`src/sv/horner_polynomial_evaluator_macros.svh`:
```
// Assertion macros for the Horner polynomial evaluator.
// Included by the top level; expects clk_i and rst_ni in scope.
`ifndef HORNER_POLYNOMIAL_EVALUATOR_MACROS_SVH
`define HORNER_POLYNOMIAL_EVALUATOR_MACROS_SVH

`ifndef SYNTH
`define HPE_ASSERT(lbl, prop, msg) \
  lbl: assert property (@(posedge clk_i) disable iff (!rst_ni) prop) else $error(msg);
`define HPE_ASSERT_ALWAYS(lbl, prop, msg) \
  lbl: assert property (@(posedge clk_i) prop) else $error(msg);
`else
`define HPE_ASSERT(lbl, prop, msg)
`define HPE_ASSERT_ALWAYS(lbl, prop, msg)
`endif

`endif

```
`src/sv/hpe_pkg.sv`:
```
// Shared constants and types for the Horner polynomial evaluator.
// No dependencies.
package hpe_pkg;

  localparam int unsigned MAX_DEGREE = 15;
  localparam int unsigned FRAC_BITS  = 16;
  localparam int unsigned STORE_DEPTH = MAX_DEGREE + 1;
  localparam int unsigned IDX_W      = $clog2(STORE_DEPTH);

  localparam int unsigned DATA_W  = 32;
  localparam int unsigned PROD_W  = 2 * DATA_W;
  localparam int unsigned SUM_W   = PROD_W - FRAC_BITS + 1;
  localparam int unsigned DEG_W   = 4;
  localparam int unsigned CIDX_W  = 4;
  localparam int unsigned IN_W    = CIDX_W + 2 * DATA_W;
  localparam int unsigned IN_TDATA_W = ((IN_W + 7) / 8) * 8;

  localparam logic FUNC_WRITE = 1'b0;
  localparam logic FUNC_EVAL  = 1'b1;

  typedef logic signed [DATA_W-1:0] word_t;
  typedef logic [IDX_W-1:0]         idx_t;

endpackage

```
`src/sv/horner_polynomial_evaluator.sv`:
```
// Horner polynomial evaluator: 32-bit signed Q16.16, 16-entry coefficient store.
// Depends on hpe_pkg and horner_polynomial_evaluator_macros.svh.
// A write beat stores its coefficient when accepted; an evaluate beat loads the top coefficient,
// then takes one multiply step and one add-and-saturate step per lower coefficient (d = degree),
// then a finish step that waits on output back-pressure. No new beat is taken until it is done.
// Reset clears degree and all coefficients at once; the block is ready after reset.
`include "horner_polynomial_evaluator_macros.svh"

module horner_polynomial_evaluator (
  input  logic                            clk_i,
  input  logic                            rst_ni,
  input  logic                            cfg_we_i,
  input  logic [hpe_pkg::DEG_W-1:0]       cfg_wdata_i,    // degree
  input  logic                            s_axis_tvalid,
  output logic                            s_axis_tready,
  // coeff_index[3:0], coeff_value[35:4], eval_point[67:36], zero pad
  input  logic [hpe_pkg::IN_TDATA_W-1:0]  s_axis_tdata,
  input  logic                            s_axis_tuser,   // func
  output logic                            m_axis_tvalid,
  input  logic                            m_axis_tready,
  output logic [hpe_pkg::DATA_W-1:0]      m_axis_tdata,   // poly_value
  output logic                            m_axis_tuser    // overflow
);
  import hpe_pkg::*;

  localparam logic [1:0] ST_IDLE = 2'd0;
  localparam logic [1:0] ST_MUL  = 2'd1;
  localparam logic [1:0] ST_ACC  = 2'd2;
  localparam logic [1:0] ST_FIN  = 2'd3;

  logic [1:0]             state_q, state_d;
  logic [DEG_W-1:0]       degree_q;
  word_t                  store_q [STORE_DEPTH];
  idx_t                   idx_q, idx_d;
  word_t                  acc_q, acc_d;
  word_t                  x_q, x_d;
  logic signed [PROD_W-1:0] prod_q, prod_d;
  logic                   ovf_q, ovf_d;
  logic                   m_valid_q;
  word_t                  m_data_q;
  logic                   m_ovf_q;

  logic [CIDX_W-1:0]      in_idx;
  word_t                  in_coeff;
  word_t                  in_point;
  logic                   in_fire;
  logic                   wr_en;
  idx_t                   top;
  idx_t                   idx_dec;
  logic signed [SUM_W-1:0] sum;
  logic                   sat_hi, sat_lo;
  logic                   out_free;
  logic                   out_load;

  assign in_idx   = s_axis_tdata[CIDX_W-1:0];
  assign in_coeff = s_axis_tdata[CIDX_W +: DATA_W];
  assign in_point = s_axis_tdata[CIDX_W+DATA_W +: DATA_W];

  assign s_axis_tready = (state_q == ST_IDLE);
  assign in_fire  = s_axis_tvalid && s_axis_tready;
  assign wr_en    = in_fire && (s_axis_tuser == FUNC_WRITE)
                    && ({1'b0, in_idx} <= (CIDX_W+1)'(MAX_DEGREE));
  assign top      = ({1'b0, degree_q} > (DEG_W+1)'(MAX_DEGREE)) ? IDX_W'(MAX_DEGREE)
                                                                : IDX_W'(degree_q);
  assign idx_dec  = idx_q - 1'b1;
  assign sum      = SUM_W'($signed(prod_q[PROD_W-1:FRAC_BITS]))
                    + SUM_W'(store_q[idx_dec]);
  assign sat_hi   = sum > SUM_W'($signed({1'b0, {(DATA_W-1){1'b1}}}));
  assign sat_lo   = sum < SUM_W'($signed({1'b1, {(DATA_W-1){1'b0}}}));
  assign out_free = !m_valid_q || m_axis_tready;
  assign out_load = (state_q == ST_FIN) && out_free;

  always_comb begin
    state_d = state_q;
    idx_d   = idx_q;
    acc_d   = acc_q;
    x_d     = x_q;
    ovf_d   = ovf_q;
    prod_d  = prod_q;
    unique case (state_q)
      ST_IDLE: begin
        if (in_fire && (s_axis_tuser == FUNC_EVAL)) begin
          idx_d   = top;
          acc_d   = store_q[top];
          x_d     = in_point;
          ovf_d   = 1'b0;
          state_d = (top == '0) ? ST_FIN : ST_MUL;
        end
      end
      ST_MUL: begin
        prod_d  = acc_q * x_q;
        state_d = ST_ACC;
      end
      ST_ACC: begin
        if (sat_hi) begin
          acc_d = {1'b0, {(DATA_W-1){1'b1}}};
          ovf_d = 1'b1;
        end else if (sat_lo) begin
          acc_d = {1'b1, {(DATA_W-1){1'b0}}};
          ovf_d = 1'b1;
        end else begin
          acc_d = sum[DATA_W-1:0];
        end
        idx_d   = idx_dec;
        state_d = (idx_dec == '0) ? ST_FIN : ST_MUL;
      end
      ST_FIN: begin
        if (out_free) begin
          state_d = ST_IDLE;
        end
      end
      default: state_d = ST_IDLE;
    endcase
  end

  always_ff @(posedge clk_i or negedge rst_ni) begin
    if (!rst_ni) begin
      state_q   <= ST_IDLE;
      degree_q  <= '0;
      m_valid_q <= 1'b0;
      for (int i = 0; i < STORE_DEPTH; i++) begin
        store_q[i] <= '0;
      end
    end else begin
      state_q <= state_d;
      if (cfg_we_i) begin
        degree_q <= cfg_wdata_i;
      end
      if (wr_en) begin
        store_q[IDX_W'(in_idx)] <= in_coeff;
      end
      if (out_load) begin
        m_valid_q <= 1'b1;
      end else if (m_axis_tready) begin
        m_valid_q <= 1'b0;
      end
    end
  end

  always_ff @(posedge clk_i) begin
    idx_q  <= idx_d;
    acc_q  <= acc_d;
    x_q    <= x_d;
    ovf_q  <= ovf_d;
    prod_q <= prod_d;
    if (out_load) begin
      m_data_q <= acc_q;
      m_ovf_q  <= ovf_q;
    end
  end

  assign m_axis_tvalid = m_valid_q;
  assign m_axis_tdata  = m_data_q;
  assign m_axis_tuser  = m_ovf_q;

  `HPE_ASSERT(a_eval_starts, (in_fire && (s_axis_tuser == FUNC_EVAL) && (top != '0)) |=> (state_q == ST_MUL), "evaluate beat did not start the multiply loop")
  `HPE_ASSERT(a_result_from_fin, $rose(m_axis_tvalid) |-> ($past(state_q) == ST_FIN), "result beat raised outside the finish step")
  `HPE_ASSERT(a_mul_then_acc, (state_q == ST_MUL) |=> (state_q == ST_ACC), "multiply not followed by accumulate")
  `HPE_ASSERT_ALWAYS(a_acc_idx_nonzero, (state_q == ST_ACC) |-> (idx_q != '0), "accumulate step with coefficient index zero")

endmodule
```
`config.mk`:
```
export PLATFORM = sky130hd
export DESIGN_NAME = horner_polynomial_evaluator
export DESIGN_NICKNAME = d
export VERILOG_FILES = /design/src/sv/hpe_pkg.sv /design/src/sv/horner_polynomial_evaluator.sv
export VERILOG_INCLUDE_DIRS = /design/src /design/src/sv
export SDC_FILE = /design/constraint.sdc
export NUM_CORES = 2
export LEC_CHECK = 0
export BUFFER_PORTS_ARGS = -buffer_cell sky130_fd_sc_hd__buf_2
export CORE_MARGIN = 2
export CORE_UTILIZATION = 50
export DETAILED_ROUTE_END_ITERATION = 8
export PLACE_DENSITY = 0.73
export SYNTH_ARGS = -nofsm -noshare
export SYNTH_HDL_FRONTEND = slang
export SYNTH_SLANG_ARGS = --single-unit
```
`constraint.sdc`:
```
create_clock -name clk_i -period 11.9 [get_ports clk_i]
set_input_delay 0.595 -clock clk_i [delete_from_list [all_inputs] [get_ports clk_i]]
set_output_delay 0.595 -clock clk_i [all_outputs]
set_load 0.01 [all_outputs]
```
==> key figures <==
Synthesis
  – Synth cell types: 89
  – Yosys reg bits: 669
  – Mapped Avg Cell Area: 11.57 um^2
  – Async set or reset register ratio after synthesis: 77.58%
  – Mapped Nets: 7528
  – Ys Warns: 0
  – Top_reg_cell synth: dfrtp_1
  – Post-Synthesis Cells: 6134
  – Share of the synthesized area in the top cell type: 30.52%
  – Synth area leaders: fa_1, dfrtp_1, mux4_2
  – Number of flops mapped to enable cells by yosys: 150
  – Seq/Total Area, Yosys: 24.65%
  – Cell Area, Synth: 70970 um^2
  – Area leader, netlist: fa_1

Timing
  – RSZ-0062 raised after global routing: false
  – Clock skew: 63.52 ps
  – Fmax: 0.1069 GHz
  – Fin crit period: 9350 ps
  – Final Max Slew Viols: 0
  – Period utilization: 78.57%
  – Setup-failing EPs final: 0
  – Slew headroom: 11.81%
  – Setup TNS: 0 ps
  – Worst Tran Pin Value: 1323 ps
  – Final Hold Fails: 0

Worst setup path
  – Slowest-stage cell, CP: edfxtp_1
  – Critical Path Sink Type: flop
  – Critical path peak fanout: 32
  – CP Cell Sequence: and2_1 > fa_1 > fa_1 > inv_1 > fa_1 > fa_1 > inv_1 > fa_1 > fa_1 > fa_1 > fa_1 > ha_1 > nand4_1 > a2111oi_0 > o211ai_1 > a21oi_1 > o31ai_1 > a2111oi_0 > o211ai_1 > nand2_1 > a21o_1 > a21oi_1 > xnor2_1
  – Critical Path AT: 9780 ps
  – Crit path largest cell delay: 1150 ps
  – Worst Path Required: 12330 ps
  – Startpoint Class: flop
  – Type of the worst setup path: reg2reg
  – Most frequent CP cell: fa_1

Detailed routing
  – DR pass1 iterations: 7
  – Avg WL per Cell: 22.77 um
  – Initial detailed-routing violation count: 3539
  – Drc violations: 0
  – Routed WL: 182100 um
  – ANT nets after route: 0
  – Mean number of vias per cell: 5.849
  – Via Count: 46790

Clock tree
  – Number of post-CTS setup repair buffers: 0
  – Root buffer cell: clkbuf_16
  – Reg clk slew, reported paths: 60 ps
  – Post_cts resized: 0
  – TritonCTS Sinks: 669
  – Worst-skew pair later-pin latency: 730 ps
  – Max H-tree Level: 3
  – Clock buffer depth: 3
  – Num CTS Buffers: 76
  – CTS tree: done

Global route
  – Antenna violations before repair: 18
  – Tot GR Track Use: 26.03%
  – Total gr overflow: 0
  – First-pass GRT wire length: 293600 um
  – Largest net degree at the start of global routing: 188
  – Vias in the first global route: 50820

Floorplanning
  – # rows: 138
  – Core Area: 141200 um^2
  – Initial Util: 50.25%
  – Die Wd: 380.8 um
  – Die area: 145000 um^2
  – Top Ports: 117
  – Die height: 380.8 um

Placed design
  – RePlAce Congestion: 0.8997
  – Port buffer count: 112
  – Post-DP HPWL: 127800 um

Status
  – Status: complete, no violations

Cells and area
  – Proportion of layout cells with a drive suffix above 1: 20.26%
  – Nets@finish: 7436
  – P&R area growth vs syn: 7.124%

Worst hold path
  – Hold WC Path Type: in2async

Flow run
  – Max-Cap Viols: 0
==> per-stage QoR <==
step	util (%)	hold WS, ps	setup WS (ps)	instances	area (um^2)
final	53.83	1.755	2550	8000	76030
after global routing	53.82	35.57	2137	7996	76020
after CTS	53.81	2.044	2589	7992	76010
after detailed placement	51.92	457.7	2807	7850	73330
after global placement	51.92	451.7	2880	7850	73330
after floorplan	-	299.4	4006	6134	70970
==> cell type report <==
class	instances	area (um^2)
clock buffers	114	2266
multi-input cells	4084	48370
diodes	8	20.02
inverters	994	3731
clock inverters	24	366.6
repair buffers	217	1406
flip-flops and latches	669	17500
well taps	1890	2365
fillers	11840	65210
==> metal layers <==
layer	global-route usage [%]	wire length [um]	share of wire, %
met4	7.795	5516	3.0
met2	40.87	84620	46
met3	7.030	17110	9.4
met1	35.60	74790	41
met5	0	108	0.059
==> placed cells by master, fill, tap and decap left out, types with 60 or more instances in the layout <==
cell          n
dfrtp_1     515
mux2_2      518
nand2_1     605
buf_2       111
a21oi_1     108
nor2_1      118
fa_1       1082
buf_4        98
o21ai_0      60
ha_1        229
edfxtp_1    150
inv_1       992
mux4_2      320
and2_1      510
clkbuf_16    77
==> timing repair <==
| action | CTS | global route |
|---|---|---|
| endpoints found under the hold margin | 4 | 0 |
| setup endpoints to repair | 0 | 0 |
| hold buffers | 4 | 0 |
==> worst max-delay path, delay by kind of cell (launching register included) <==
kind,cells,cell delay (ps)
AOI/OAI and AO/OA,8,2610
adders and majority gates,9,4450
and+or+nand+nor,3,610
DFF,1,1150
xor gates and xnor gates,1,130
buffers and inverters,2,110
==> sequential cells by signal, indices dropped and copies added (netlist names) <==
signal	count
ovf_q	1
state_q	2
x_q	32
m_axis_tdata	32
acc_q	32
prod_q	48
store_q	512
idx_q	4
m_axis_tuser	1
m_axis_tvalid	1
degree_q	4
==> synthesized netlist by cell type (37+ instances only) <==
cell type  instances
a21o_1            47
mux4_2           320
xnor2_1           54
a21oi_1          108
nor3_1            52
o21ai_0           60
buf_1             60
dfrtp_1          519
clkbuf_1         304
nor2_1           119
nand2_1          614
edfxtp_1         150
and2_1           510
mux2_2           518
xor2_1            37
inv_1            993
fa_1            1082
ha_1             230
==> cell families (layout without fill, tap and decap cells) <==
group | count (synthesis) | in the layout | share of synthesized area (%)
adder cells (fa/ha/maj) | 1312 | 1312 | 34.58
other | 0 | 8 | 0
AO/OA/AOI/OAI | 380 | 380 | 3.542
flip-flops | 669 | 669 | 24.65
buffers and inverters | 1381 | 1349 | 7.357
multiplexers | 841 | 841 | 18.42
XOR/XNOR | 93 | 93 | 1.169
AND/OR/NAND/NOR | 1458 | 1458 | 10.29
==> worst paths after layout <==
path,startpoint,end,slack [ps],cells after the start
min in group clk_i,s_axis_tdata[45],x_q[9],60,1
max in group asynchronous,rst_ni,store_q[29],9690,3
setup / recovery,x_q[15],prod_q[63],2550,23
hold / removal,rst_ni,store_q[247],2,1
hold reg to reg,ovf_q,m_axis_tuser,460,0
setup reg to reg,x_q[15],prod_q[63],2550,23
Power is left out: the tool's default activity adds up to more than one toggle a clock period on the data nets, which glitch-free logic cannot reach.
